[config.mk]
export PLATFORM = sky130hd
export DESIGN_NAME = pad_and_mouse_pulse_line_encoder
export DESIGN_NICKNAME = d
export VERILOG_FILES = /design/src/sv/pmenc_pkg.sv /design/src/sv/pmenc_in_reg.sv /design/src/sv/pmenc_core.sv /design/src/sv/pmenc_out_reg.sv /design/src/sv/pad_and_mouse_pulse_line_encoder.sv
export SDC_FILE = /design/constraint.sdc
export NUM_CORES = 1
export LEC_CHECK = 0
export ABC_AREA = 1
export ABC_CLOCK_PERIOD_IN_PS = 5500
export BUFFER_PORTS_ARGS = -buffer_cell sky130_fd_sc_hd__clkbuf_2
export CORE_ASPECT_RATIO = 0.8
export CORE_UTILIZATION = 40
export DETAILED_ROUTE_END_ITERATION = 6
export GPL_ROUTABILITY_DRIVEN = 0
export MAX_ROUTING_LAYER = met4
export PLACE_DENSITY = 0.67
export SYNTH_ARGS = -nofsm -noshare
export SYNTH_HDL_FRONTEND = slang
export SYNTH_SLANG_ARGS = --single-unit
[constraint.sdc]
create_clock -name clk -period 5.5 [get_ports clk]
set_input_delay 0.275 -clock clk [delete_from_list [all_inputs] [get_ports clk]]
set_output_delay 0.275 -clock clk [all_outputs]
set_load 0.01 [all_outputs]
[src/sv/pmenc_pkg.sv]
// ----------------------------------------------------------------------------
// pmenc_pkg: shared types and constants for the pad and mouse line encoder
// Holds the transaction structs, the segment phase codes, the segment lengths
// and the leaky integrator used on the mouse accumulators.
// ----------------------------------------------------------------------------
package pmenc_pkg;

  typedef logic [6:0] phase_t;

  // Segment phases of the line transmitter.
  localparam phase_t PH_IDLE      = 7'd0;
  localparam phase_t PH_PAD_START = 7'd1;
  localparam phase_t PH_PAD_BITS  = 7'd2;
  localparam phase_t PH_PAD_END   = 7'd50;
  localparam phase_t PH_PAD_STOP  = 7'd51;
  localparam phase_t PH_REP_GAP   = 7'd52;
  localparam phase_t PH_REP_END   = 7'd53;
  localparam phase_t PH_REP_STOP  = 7'd54;
  localparam phase_t PH_REP_STOP2 = 7'd55;
  localparam phase_t PH_M_START   = 7'd56;
  localparam phase_t PH_M_BITS    = 7'd57;
  localparam phase_t PH_M_STOP    = 7'd95;
  localparam phase_t PH_M_STOP2   = 7'd96;

  // Segment lengths in half-microsecond ticks.
  localparam logic [15:0] T_LEAD       = 16'd18000;
  localparam logic [15:0] T_LEAD_GAP   = 16'd9000;
  localparam logic [15:0] T_LONG       = 16'd2400;
  localparam logic [15:0] T_SHORT      = 16'd800;
  localparam logic [15:0] T_PAD_TAIL   = 16'd34600;
  localparam logic [15:0] T_REP_GAP    = 16'd4200;
  localparam logic [15:0] T_REP_TAIL   = 16'd48500;
  localparam logic [15:0] T_M_LEAD     = 16'd2200;
  localparam logic [15:0] T_M_LEAD_GAP = 16'd750;
  localparam logic [15:0] T_M_ONE_LOW  = 16'd1000;
  localparam logic [15:0] T_M_ZERO_LOW = 16'd276;
  localparam logic [15:0] T_M_ONE_GAP  = 16'd750;
  localparam logic [15:0] T_M_ZERO_GAP = 16'd1470;
  localparam logic [15:0] T_M_STOP     = 16'd176;
  localparam logic [15:0] T_M_TAIL     = 16'd28000;

  localparam logic [5:0] PAD_PIN_MASK = 6'h3F;

  typedef enum logic {
    REQ_EXPIRY = 1'b0,
    REQ_REPORT = 1'b1
  } req_type_t;

  typedef struct packed {
    req_type_t         req_type;
    logic [5:0]        pad_pins;
    logic [2:0]        report_buttons;
    logic signed [7:0] report_dx;
    logic signed [7:0] report_dy;
  } req_t;

  typedef struct packed {
    logic        line_low;
    logic [15:0] period_ticks;
    logic        timer_stop;
  } result_t;

  // acc - (acc >>> 1) + delta, wrapping at 16 bits.
  function automatic logic [15:0] leak(input logic [15:0] acc, input logic [7:0] delta);
    logic [15:0] half;
    begin
      half = 16'($signed(acc) >>> 1);
      leak = acc - half + {{8{delta[7]}}, delta};
    end
  endfunction

endpackage

[src/sv/pmenc_in_reg.sv]
// ----------------------------------------------------------------------------
// pmenc_in_reg: input register
// Captures one request transaction and holds it until the core consumes it.
// ----------------------------------------------------------------------------
module pmenc_in_reg (
  input  logic            clk,
  input  logic            rst,
  input  logic            accept,
  input  logic            advance,
  input  pmenc_pkg::req_t item_in,
  output logic            valid,
  output pmenc_pkg::req_t item
);
  import pmenc_pkg::*;

  logic valid_next;

  always_comb begin
    if (accept) begin
      valid_next = 1'b1;
    end else if (advance) begin
      valid_next = 1'b0;
    end else begin
      valid_next = valid;
    end
  end

  always_ff @(posedge clk) begin
    if (rst) begin
      valid <= 1'b0;
    end else begin
      valid <= valid_next;
    end
  end

  always_ff @(posedge clk) begin
    if (accept) begin
      item <= item_in;
    end
  end

endmodule

[src/sv/pmenc_core.sv]
// ----------------------------------------------------------------------------
// pmenc_core: transmitter state and segment logic
// Holds the phase, pad code, mouse packet and accumulators, and works out the
// next line segment for a timer expiry or folds in a mouse report.
// ----------------------------------------------------------------------------
module pmenc_core (
  input  logic               clk,
  input  logic               rst,
  input  logic               fire,
  input  pmenc_pkg::req_t    item,
  output logic               has_result,
  output pmenc_pkg::result_t result
);
  import pmenc_pkg::*;

  phase_t      phase, phase_next;
  logic [11:0] last_pad_code, last_pad_code_next;
  logic [18:0] mouse_packet, mouse_packet_next;
  logic [15:0] accum_x, accum_x_next;
  logic [15:0] accum_y, accum_y_next;
  logic [2:0]  pending_buttons, pending_buttons_next;

  logic [5:0]  pins_active;
  logic [11:0] pad_code;
  logic [7:0]  mouse_x, mouse_y;
  logic        mouse_send;
  phase_t      pad_step, mouse_step;
  logic [4:0]  pad_pair, mouse_pair;
  logic [3:0]  pad_sel;
  logic        pad_bit, pad_inverted, mouse_bit;

  always_comb begin
    pins_active  = ~item.pad_pins & PAD_PIN_MASK;
    pad_code     = (pins_active != 6'd0) ? {1'b1, 3'b000, pins_active, 2'b00} : 12'd0;
    mouse_x      = 8'(8'd0 - accum_x[7:0]);
    mouse_y      = 8'(8'd0 - accum_y[7:0]);
    mouse_send   = (pending_buttons != 3'd0) || (mouse_x != 8'd0) || (mouse_y != 8'd0);
    pad_step     = phase - PH_PAD_BITS;
    pad_pair     = pad_step[5:1];
    pad_inverted = (pad_pair >= 5'd12);
    pad_sel      = pad_inverted ? 4'(pad_pair - 5'd12) : pad_pair[3:0];
    pad_bit      = (pad_sel <= 4'd11) ? last_pad_code[4'd11 - pad_sel] : 1'b0;
    mouse_step   = phase - PH_M_BITS;
    mouse_pair   = mouse_step[5:1];
    mouse_bit    = (mouse_pair <= 5'd18) ? mouse_packet[5'd18 - mouse_pair] : 1'b0;
  end

  always_comb begin
    phase_next           = phase;
    last_pad_code_next   = last_pad_code;
    mouse_packet_next    = mouse_packet;
    accum_x_next         = accum_x;
    accum_y_next         = accum_y;
    pending_buttons_next = pending_buttons;
    has_result           = 1'b0;
    result               = '0;
    if (item.req_type == REQ_REPORT) begin
      accum_x_next         = leak(accum_x, item.report_dx);
      accum_y_next         = leak(accum_y, item.report_dy);
      pending_buttons_next = pending_buttons | item.report_buttons;
    end else begin
      has_result = 1'b1;
      if (phase == PH_IDLE) begin
        if ((pad_code != 12'd0) || (last_pad_code != 12'd0)) begin
          phase_next         = (pad_code == last_pad_code) ? PH_REP_GAP : PH_PAD_START;
          last_pad_code_next = pad_code;
          result             = '{line_low: 1'b1, period_ticks: T_LEAD, timer_stop: 1'b0};
        end else begin
          // Each check empties the accumulators, whether or not a packet goes out.
          mouse_packet_next    = {~pending_buttons, mouse_x, mouse_y};
          accum_x_next         = 16'd0;
          accum_y_next         = 16'd0;
          pending_buttons_next = 3'd0;
          if (mouse_send) begin
            phase_next = PH_M_START;
            result     = '{line_low: 1'b1, period_ticks: T_M_LEAD, timer_stop: 1'b0};
          end else begin
            result     = '{line_low: 1'b0, period_ticks: 16'd0, timer_stop: 1'b1};
          end
        end
      end else if (phase == PH_PAD_START) begin
        phase_next = PH_PAD_BITS;
        result     = '{line_low: 1'b0, period_ticks: T_LEAD_GAP, timer_stop: 1'b0};
      end else if (phase < PH_PAD_END) begin
        phase_next = phase + 7'd1;
        if (!pad_step[0]) begin
          result = '{line_low: 1'b1, period_ticks: T_SHORT, timer_stop: 1'b0};
        end else begin
          // The second half of the frame sends the complement of the code.
          result = '{line_low: 1'b0,
                     period_ticks: ((pad_bit ^ pad_inverted) ? T_LONG : T_SHORT),
                     timer_stop: 1'b0};
        end
      end else if (phase == PH_PAD_END) begin
        phase_next = PH_PAD_STOP;
        result     = '{line_low: 1'b1, period_ticks: T_SHORT, timer_stop: 1'b0};
      end else if (phase == PH_PAD_STOP) begin
        phase_next = PH_IDLE;
        result     = '{line_low: 1'b0, period_ticks: T_PAD_TAIL, timer_stop: 1'b0};
      end else if (phase == PH_REP_GAP) begin
        phase_next = PH_REP_END;
        result     = '{line_low: 1'b0, period_ticks: T_REP_GAP, timer_stop: 1'b0};
      end else if (phase == PH_REP_END) begin
        phase_next = PH_REP_STOP;
        result     = '{line_low: 1'b1, period_ticks: T_SHORT, timer_stop: 1'b0};
      end else if (phase == PH_REP_STOP) begin
        phase_next = PH_REP_STOP2;
        result     = '{line_low: 1'b0, period_ticks: T_REP_TAIL, timer_stop: 1'b0};
      end else if (phase == PH_REP_STOP2) begin
        phase_next = PH_IDLE;
        result     = '{line_low: 1'b0, period_ticks: T_REP_TAIL, timer_stop: 1'b0};
      end else if (phase == PH_M_START) begin
        phase_next = PH_M_BITS;
        result     = '{line_low: 1'b0, period_ticks: T_M_LEAD_GAP, timer_stop: 1'b0};
      end else if (phase < PH_M_STOP) begin
        phase_next = phase + 7'd1;
        if (!mouse_step[0]) begin
          result = '{line_low: 1'b1,
                     period_ticks: (mouse_bit ? T_M_ONE_LOW : T_M_ZERO_LOW),
                     timer_stop: 1'b0};
        end else begin
          result = '{line_low: 1'b0,
                     period_ticks: (mouse_bit ? T_M_ONE_GAP : T_M_ZERO_GAP),
                     timer_stop: 1'b0};
        end
      end else if (phase == PH_M_STOP) begin
        phase_next = PH_M_STOP2;
        result     = '{line_low: 1'b1, period_ticks: T_M_STOP, timer_stop: 1'b0};
      end else begin
        phase_next = PH_IDLE;
        result     = '{line_low: 1'b0, period_ticks: T_M_TAIL, timer_stop: 1'b0};
      end
    end
  end

  always_ff @(posedge clk) begin
    if (rst) begin
      phase           <= PH_IDLE;
      last_pad_code   <= 12'd0;
      mouse_packet    <= 19'd0;
      accum_x         <= 16'd0;
      accum_y         <= 16'd0;
      pending_buttons <= 3'd0;
    end else if (fire) begin
      phase           <= phase_next;
      last_pad_code   <= last_pad_code_next;
      mouse_packet    <= mouse_packet_next;
      accum_x         <= accum_x_next;
      accum_y         <= accum_y_next;
      pending_buttons <= pending_buttons_next;
    end
  end

  a_phase_in_map: assert property (@(posedge clk) disable iff (rst)
    phase <= PH_M_STOP2)
    else $error("transmitter phase left the segment map");

  a_report_keeps_phase: assert property (@(posedge clk) disable iff (rst)
    fire && (item.req_type == REQ_REPORT) |=> $stable(phase))
    else $error("mouse report moved the transmitter phase");

  a_stop_from_idle: assert property (@(posedge clk) disable iff (rst)
    fire && has_result && result.timer_stop |=>
      (phase == PH_IDLE) && (accum_x == 16'd0) && (accum_y == 16'd0)
      && (pending_buttons == 3'd0))
    else $error("timer stop without clearing the mouse state");

  a_frame_start: assert property (@(posedge clk) disable iff (rst)
    fire && (item.req_type == REQ_EXPIRY) && (phase == PH_IDLE) && result.line_low
      |=> (phase == PH_PAD_START) || (phase == PH_REP_GAP) || (phase == PH_M_START))
    else $error("lead pulse did not open a frame");

endmodule

[src/sv/pmenc_out_reg.sv]
// ----------------------------------------------------------------------------
// pmenc_out_reg: result register
// Holds one result transaction until the receiver takes it.
// ----------------------------------------------------------------------------
module pmenc_out_reg (
  input  logic               clk,
  input  logic               rst,
  input  logic               load,
  input  pmenc_pkg::result_t result_in,
  input  logic               stall,
  output logic               free,
  output logic               valid,
  output pmenc_pkg::result_t result
);
  import pmenc_pkg::*;

  logic valid_next;

  always_comb begin
    free       = !valid || !stall;
    valid_next = load || (valid && stall);
  end

  always_ff @(posedge clk) begin
    if (rst) begin
      valid <= 1'b0;
    end else begin
      valid <= valid_next;
    end
  end

  always_ff @(posedge clk) begin
    if (load) begin
      result <= result_in;
    end
  end

endmodule

[src/sv/pad_and_mouse_pulse_line_encoder.sv]
// ----------------------------------------------------------------------------
// pad_and_mouse_pulse_line_encoder: single-line pulse encoder, pad and mouse
// Mouse reports are leaky-integrated into movement accumulators; each timer
// expiry yields the next line level and segment length of a pulse-distance
// pad frame, a repeat frame, a mouse packet, or a timer stop.
// ----------------------------------------------------------------------------
//
//  Channel | Handshake            | Payload
//  --------+----------------------+------------------------------------------
//  request | req_valid, req_stall | req_type, pad_pins, report_buttons,
//          |                      | report_dx, report_dy
//  result  | rsp_valid, rsp_stall | line_low, period_ticks, timer_stop
//
//  One request transaction is taken every clock cycle while req_stall is low;
//  the rate is set by the single segment-logic pass between the input register
//  and the result register. A timer expiry's result passes through the input
//  register and then the result register, and a mouse report gives none. Reset
//  is synchronous and returns the line to idle with empty accumulators. While
//  the result register is held by rsp_stall, an expiry waits in the input
//  register and req_stall rises; mouse reports still pass through, since they produce no result.
//
module pad_and_mouse_pulse_line_encoder (
  input  logic        clk,
  input  logic        rst,
  input  logic        req_valid,
  output logic        req_stall,
  input  logic        req_type,
  input  logic [5:0]  pad_pins,
  input  logic [2:0]  report_buttons,
  input  logic signed [7:0] report_dx,
  input  logic signed [7:0] report_dy,
  output logic        rsp_valid,
  input  logic        rsp_stall,
  output logic        line_low,
  output logic [15:0] period_ticks,
  output logic        timer_stop
);
  import pmenc_pkg::*;

  req_t    req_in;
  req_t    held_req;
  logic    held_valid;
  logic    advance;
  logic    accept;
  logic    core_has_result;
  result_t core_result;
  logic    out_free;
  result_t out_result;

  // Gather the request ports into one transaction word.
  always_comb begin
    req_in = '{req_type: req_type_t'(req_type), pad_pins: pad_pins,
               report_buttons: report_buttons, report_dx: report_dx,
               report_dy: report_dy};
  end

  // The held transaction moves on when it is a report, or when the result
  // register has room for the segment it produces.
  always_comb begin
    advance   = held_valid && ((held_req.req_type == REQ_REPORT) || out_free);
    req_stall = held_valid && !advance;
    accept    = req_valid && !req_stall;
  end

  pmenc_in_reg u_in_reg (
    .clk     (clk),
    .rst     (rst),
    .accept  (accept),
    .advance (advance),
    .item_in (req_in),
    .valid   (held_valid),
    .item    (held_req)
  );

  pmenc_core u_core (
    .clk        (clk),
    .rst        (rst),
    .fire       (advance),
    .item       (held_req),
    .has_result (core_has_result),
    .result     (core_result)
  );

  pmenc_out_reg u_out_reg (
    .clk       (clk),
    .rst       (rst),
    .load      (advance && core_has_result),
    .result_in (core_result),
    .stall     (rsp_stall),
    .free      (out_free),
    .valid     (rsp_valid),
    .result    (out_result)
  );

  assign line_low     = out_result.line_low;
  assign period_ticks = out_result.period_ticks;
  assign timer_stop   = out_result.timer_stop;

endmodule
==> impl_metrics.toml, run 1 <==
[run_status]
outcome = "completed"

[power]
seq_power_share_pct = 31.2
comb_power_share_pct = 32.0
clkPwrFrac_pct = 36.8
swShare_pct = 35.2
p_int_mw = 2.00
powerDensity_nw_per_um2 = 328
switchingPower_mw = 1.08
p_leak_nw = 4.27
vdd_drop_max_uv = 205

[layout]
fin_util_pct = 46.6
final_cells = 1408
final_common_cell = "nand2_1"
syn_to_final_growth_pct = 12.7
num_antenna_cells = 0
fillers = 2021
final_layout_size_suffix_gt1_share_pct = 15.9
multi_input_area_um2 = 4680
nets = 1240
ff_latch_area_um2 = 2690
final_cell_mix = "196 x nand2_1, 191 x inv_1, 110 x a21oi_1"

[sta]
report.final.slew_viol_count = 0
hold_ws_ps = 23.1
skew_ps = 11.3
hold_viol_final = 0
period_needed_ps = 3690
max_freq_mhz = 271
grt_setup_unrepaired = "no"
relSlewSlack_pct = 36.6
finalCritPeriodShare_pct = 67.1
setup_viol = 0
tns_ps = 0
tightest_slew_ps = 951

[clock_tree]
cts_tree = "done"
clk_latency_ps = 420
postCtsSetupRepairBufs = 0
cts.clk_slew.worst_paths_ps = 60
post_cts_resized = 0
htreeDepth = 4
cts.sinks = 113
clockBufferDepth = 2
cts-root-buf = "clkbuf_16"
hold_buffers = 0
numCtsBuffers = 17

[synth]
synth_top_area_share_pct = 16.8
ys_types = 54
yosysSeqAreaShare_pct = 32.3
syn_nets = 1193
synthFlopType = "dfxtp_1"
syn_area_um2 = 8330
synth-edff-count = 43
ys_async_sr_fraction_pct = 0
yosysWarnings = 0
synth_cells = 1084
synth_area_per_cell_um2 = 7.69
ys_ff_latch = 113
synth_top_cell_by_area = "dfxtp_1"
synth_area_leaders = "dfxtp_1 17%, edfxtp_1 15%, nand2_1 8.8%"

[critical_path]
crit_path_frequent_cell = "nand2_1"
r2r-end = "u_out_reg.result[4]"
path_delay_family = "adder cells"
ff2ff_path_depth = 21
worst-setup-path-type = "reg2reg"
worstPathRequired_ps = 5670
crit_chain = "inv_1 > ha_1 > clkinv_1 > ha_1 > inv_1 > a21oi_1 > o21ai_0 > nand2_1 > nand2_1 > nand2_1 > nand2_1 > nand2_1 > nand2_2 > nand3_4 > nand2_2 > nand2_1 > nand2_1 > nand2_1 > nand2_1 > nand2_1 > nand2_1"
cp_slowest_cell = "ha_1"
path_buf_inv = 3
cp_max_fo = 17
r2r_start = "u_core.phase[1]"
r2r_slack_ps = 1810
critPathCaptureType = "register"
worstPathArrival_ps = 3860
cpPeakStageDelay_ps = 640
startpoint_type = "register"

[global_routing]
grt_usage_pct = 19.5
grt_max_degree = 36
grt_pass1_wl_um = 32400
grt_pass1_vias = 6598
antenna_found_initial = 0
grt_overflow = 0

[hold_path]
hold_depth = 1
min_to = "u_in_reg.item[5]"
hold_path.class = "in2reg"
min-delay-start = "report_dy[5]"

[floorplanning]
die_area_um2 = 21400
ios = 50
start_util_pct = 41.4
die_w_um = 163
core_area_um2 = 20100
row_count = 46
die-height_um = 131

[routing]
drt_iter0_drc = 410
dr.pass1.iters = 5
wl_per_cell_um = 13.6
route.detailed.drc = 0
routed_wl_um = 19100
vias = 7023
via_per_inst = 4.99
antenna_left = 0

[job]
cap_violations = 0

[placement]
numPortBuffers = 48
dp_cells = 1376
dp_hpwl_um = 14400
[power by group through the flow]
stage	logic, mW	clock network [mW]	registers [mW]
floorplan	0.782	0	0.964
global placement	0.951	0	0.976
detailed placement	0.972	0	0.977
CTS	0.982	1.16	0.959
global route	1.13	1.19	0.966
finish	0.984	1.13	0.960
[how the worst max path moves through the flow]
stage | cells after the start | to | startpoint | slack, ps
after CTS | 21 | u_out_reg.result[4] | u_core.phase[1] | 1830
after detailed placement | 21 | u_out_reg.result[4] | u_core.phase[1] | 1840
after floorplan | 23 | u_out_reg.result[12] | u_core.phase[1] | 2400
final | 21 | u_out_reg.result[4] | u_core.phase[1] | 1810
after global routing | 21 | u_out_reg.result[4] | u_core.phase[1] | 1390
after global placement | 16 | u_out_reg.result[11] | u_core.phase[1] | 1990
[flip-flops by register name, indices dropped and copies added, names as in the netlist]
signal,count
u_in_reg.item,26
u_core.mouse_packet,19
u_out_reg.result,17
u_core.accum_x,16
u_core.accum_y,16
u_core.last_pad_code,7
u_core.phase,7
u_core.pending_buttons,3
u_in_reg.valid,1
u_out_reg.valid,1
[routing by layer]
metal	up-vias	routed length, µm	part of all wire (%)	GRT usage (%)
met5	-	0	0	-
met4	0	263	1.4	5.56
met2	189	7970	42	27.3
met1	3209	9820	51	28.0
li1	3596	-	-	-
met3	29	1090	5.7	4.01
[logic make-up (layout without fill, tap and decap cells)]
family | Yosys count | in the layout | synth area share [%]
simple gates | 402 | 402 | 24.0
buf+inv | 240 | 300 | 11.5
compound gates | 224 | 224 | 14.9
flops | 113 | 113 | 32.3
fa+ha+maj | 79 | 79 | 14.6
xor+xnor | 25 | 25 | 2.63
other cells | 1 | 1 | 0.0450
[per-stage QoR]
stage / instance area [µm²] / total power [mW] / worst slack, ps
CTS: 9400 / 3.10 / 1830
detailed placement: 8790 / 1.95 / 1840
global placement: 8790 / 1.93 / 1990
finish: 9400 / 3.08 / 1810
floorplan: 8330 / 1.75 / 2400
global route: 9400 / 3.29 / 1390
[worst reg2reg max path, cell delays in order, from the launching register on]
cell and delay (ps):
dfxtp_1 550, inv_1 230, ha_1 640, clkinv_1 350, ha_1 470, inv_1 130
a21oi_1 120, o21ai_0 110, nand2_1 90, nand2_1 50, nand2_1 50, nand2_1 40
nand2_1 70, nand2_2 80, nand3_4 90, nand2_2 60, nand2_1 60, nand2_1 50
nand2_1 60, nand2_1 50, nand2_1 50, nand2_1 40
[layout make-up]
type	instances	share of cell area (%)
multi-input combinational	731	49.8
sequential	113	28.7
inverter	218	8.77
clock buffer	22	5.51
tap	264	3.52
timing repair buffer	50	2.72
clock inverter	10	0.985
[Yosys cell counts, types with 19 or more instances]
| master | number |
|---|---|
| o22ai_1 | 20 |
| o21ai_0 | 54 |
| ha_1 | 49 |
| xor2_1 | 20 |
| nand2_2 | 19 |
| edfxtp_1 | 43 |
| nand3_1 | 56 |
| fa_1 | 30 |
| inv_2 | 22 |
| nor2_1 | 61 |
| a21oi_1 | 110 |
| inv_1 | 191 |
| dfxtp_1 | 70 |
| nand2_1 | 196 |
(Power assumes the default switching activity.)
==> run 2: changes to the inputs <==
ABC_AREA = 0   (was 1)
ABC_CLOCK_PERIOD_IN_PS = 3400   (was 5500)
clock period = 3.4 ns   (was 5.5 ns; I/O delays follow)
==> run 2 against run 1 <==
Maximum frequency rose by 4.8%. Critical endpoint is now u_out_reg.result[10]. The flow now finishes with violations (setup timing). Global-route usage up 0.98 points. Wire length up 4.9%.
==> impl_metrics.toml, run 2 <==
[run_status]
outcome = "finished, violations left"
violations = "setup timing"

[placement]
dp_cells = 1248
dp_hpwl_um = 14600
dp_slack_ps = -136
place_area_um2 = 8990
numPortBuffers = 48

[floorplanning]
die_w_um = 161
start_util_pct = 40.8
die_area_um2 = 20700
core_area_um2 = 19700
row_count = 46
die-height_um = 129
ios = 50

[hold_path]
hold_path.class = "in2reg"

[sta]
tightest_slew_ps = 1190
worst_slack_ps = -124
report.final.slew_viol_count = 0
grt_setup_unrepaired = "yes"
finalCritPeriodShare_pct = 104
max_freq_mhz = 284
skew_ps = 14.0
period_needed_ps = 3520
setup_viol = 2
relSlewSlack_pct = 20.6
hold_ws_ps = 55.7
hold_viol_final = 0

[synth]
synth-edff-count = 43
yosysSeqAreaShare_pct = 33.5
yosysWarnings = 0
synth_top_area_share_pct = 17.4
ys_top_cells_by_count = "113 x inv_1, 74 x nand2_1, 70 x dfxtp_1, 70 x nor2_1, 57 x a21oi_1"
synth_cells = 913
synth_area_leaders = "dfxtp_1 17%, edfxtp_1 16%, ha_1 7.6%"
yosysMostFrequentCell = "inv_1"
ys_ff_latch = 113
ys_types = 78
synth_area_per_cell_um2 = 8.81
syn_area_um2 = 8050
synth_top_cell_by_area = "dfxtp_1"
syn_nets = 1022
synthFlopType = "dfxtp_1"
ys_async_sr_fraction_pct = 0

[power]
clkPwrFrac_pct = 34.3
comb_power_share_pct = 38.3
powerDensity_nw_per_um2 = 567
vdd_drop_max_uv = 308
p_int_mw = 3.75
switchingPower_mw = 1.95
seq_power_share_pct = 27.4
swShare_pct = 34.2
finalPower_mw = 5.70
p_leak_nw = 4.20

[global_routing]
grt_max_degree = 40
grt_pass1_vias = 6513
antenna_found_initial = 0
grt_pass1_wl_um = 32400
grt_overflow = 0
grt_usage_pct = 20.5

[layout]
max_flop_register = "u_in_reg.item"
largest_register_ffs = 26
final_layout_size_suffix_gt1_share_pct = 18.7
final_cells = 1310
nets = 1142
syn_to_final_growth_pct = 24.8
fin_area_um2 = 10000
final_cell_mix = "109 x inv_1, 74 x nand2_1, 69 x nor2_1"
top_regs = "u_in_reg.item: 26 flops, u_core.mouse_packet: 19 flops, u_out_reg.result: 17 flops"
final_common_cell = "inv_1"
num_antenna_cells = 0

[critical_path]
worstPathArrival_ps = 3800
crit_path_frequent_cell = "o21ai_2"
worst-setup-path-type = "reg2reg"
startpoint_type = "register"
crit_chain = "nor3_2 > xor2_1 > ha_2 > and3_4 > a21o_1 > mux2_4 > ha_4 > mux2i_2 > o21ai_2 > a221oi_2 > o21ai_1 > o21ai_2 > nor2_2 > a221o_1 > a31oi_1"
cp_max_fo = 4
critPathCaptureType = "register"
path_delay_family = "compound AO/OA/AOI/OAI gates"
cp_slowest_cell = "dfxtp_4"
worstPathRequired_ps = 3670
path_buf_inv = 0
cpPeakStageDelay_ps = 360

[routing]
routed_wl_um = 20100
wl_per_cell_um = 15.3
dr.pass1.iters = 5
route.detailed.drc = 0
wl_met1_um = 10300
vias = 7039
drt_iter0_drc = 500
antenna_left = 0
via_per_inst = 5.37
wl_met3_um = 1180
top_layer = "met4"
wl_met2_um = 8300

[clock_tree]
cts.clk_slew.worst_paths_ps = 60
clockBufferDepth = 2
cts.sinks = 113
numCtsBuffers = 17
cts-root-buf = "clkbuf_16"
htreeDepth = 4
clk_latency_ps = 430
cts_tree = "done"

[job]
cap_violations = 0
[run 2: cell count changes in the layout (fill, tap and decap cells not counted), moves of 27 or more]
cell | previous run | this run
a21oi_1 | 110 | 56
nand2_1 | 196 | 74
dlygate4sd3_1 | 0 | 27
xnor2_1 | 5 | 33
buf_4 | 2 | 62
inv_1 | 191 | 109
[run 2: stage by stage]
stage | util, % | setup TNS (ps)
global placement | 45.6 | -153
global route | 50.9 | -838
detailed placement | 45.6 | -245
CTS | 50.4 | -52.5
floorplan | - | -36.8
finish | 50.9 | -218
[run 2: path summary, 6_finish.rpt]
check                           end  slack, ps  depth (start not counted)              startpoint
min                 u_out_reg.valid         60                          3               rsp_stall
min reg2reg  u_core.mouse_packet[5]        450                          2  u_core.mouse_packet[5]
max            u_out_reg.result[10]       -120                         15         u_core.phase[2]
max reg2reg    u_out_reg.result[10]       -120                         15         u_core.phase[2]
[run 2: worst reg2reg max path: stages, from the launching register on]
cell and delay, ps:
dfxtp_4 360, nor3_2 180, xor2_1 210, ha_2 210, and3_4 180, a21o_1 160, mux2_4 330, ha_4 280
mux2i_2 210, o21ai_2 120, a221oi_2 260, o21ai_1 100, o21ai_2 290, nor2_2 70, a221o_1 290, a31oi_1 130
[run 2: cell families (layout without fill, tap and decap cells)]
family	count (synthesis)	count (layout)	synth area share, %
and+or+nand+nor	273	273	16.3
AOI/OAI and AO/OA	230	230	19.4
buffers and inverters	149	282	7.09
DFF	113	113	33.5
adders and majority gates	79	79	15.1
xor gates and xnor gates	57	57	6.37
muxes	11	11	2.21
other	1	1	0.0466
[run 2: repair_timing]
action,CTS,global route
gates resized for setup,10,18
pin swaps,9,9
setup buffers,2,1
setup endpoints to repair,5,11
hold buffers,27,0
hold endpoints to repair,27,0
[run 2: area by class of cell]
| type | instances | area, µm² |
|---|---|---|
| flip-flops and latches | 113 | 2700 |
| multi-input cells | 651 | 4970 |
| clock inverters | 14 | 204 |
| clock buffers | 18 | 439 |
| well taps | 264 | 330 |
| inverters | 113 | 429 |
| repair buffers | 137 | 976 |
| fillers | 1827 | 9700 |
[run 2: power groups by stage]
stage,logic (mW),registers [mW],clock network [mW]
after floorplan,1.57,1.58,0
after global placement,1.98,1.59,0
after detailed placement,2.03,1.59,0
after CTS,2.09,1.56,1.99
after global routing,2.44,1.57,2.04
final,2.18,1.56,1.95
[run 2: metal layers]
| layer | GRT usage, % | vias to the layer above |
|---|---|---|
| li1 | - | 3458 |
| met1 | 29.2 | 3306 |
| met2 | 28.5 | 250 |
| met3 | 4.29 | 25 |
| met4 | 6.55 | 0 |
| met5 | - | - |
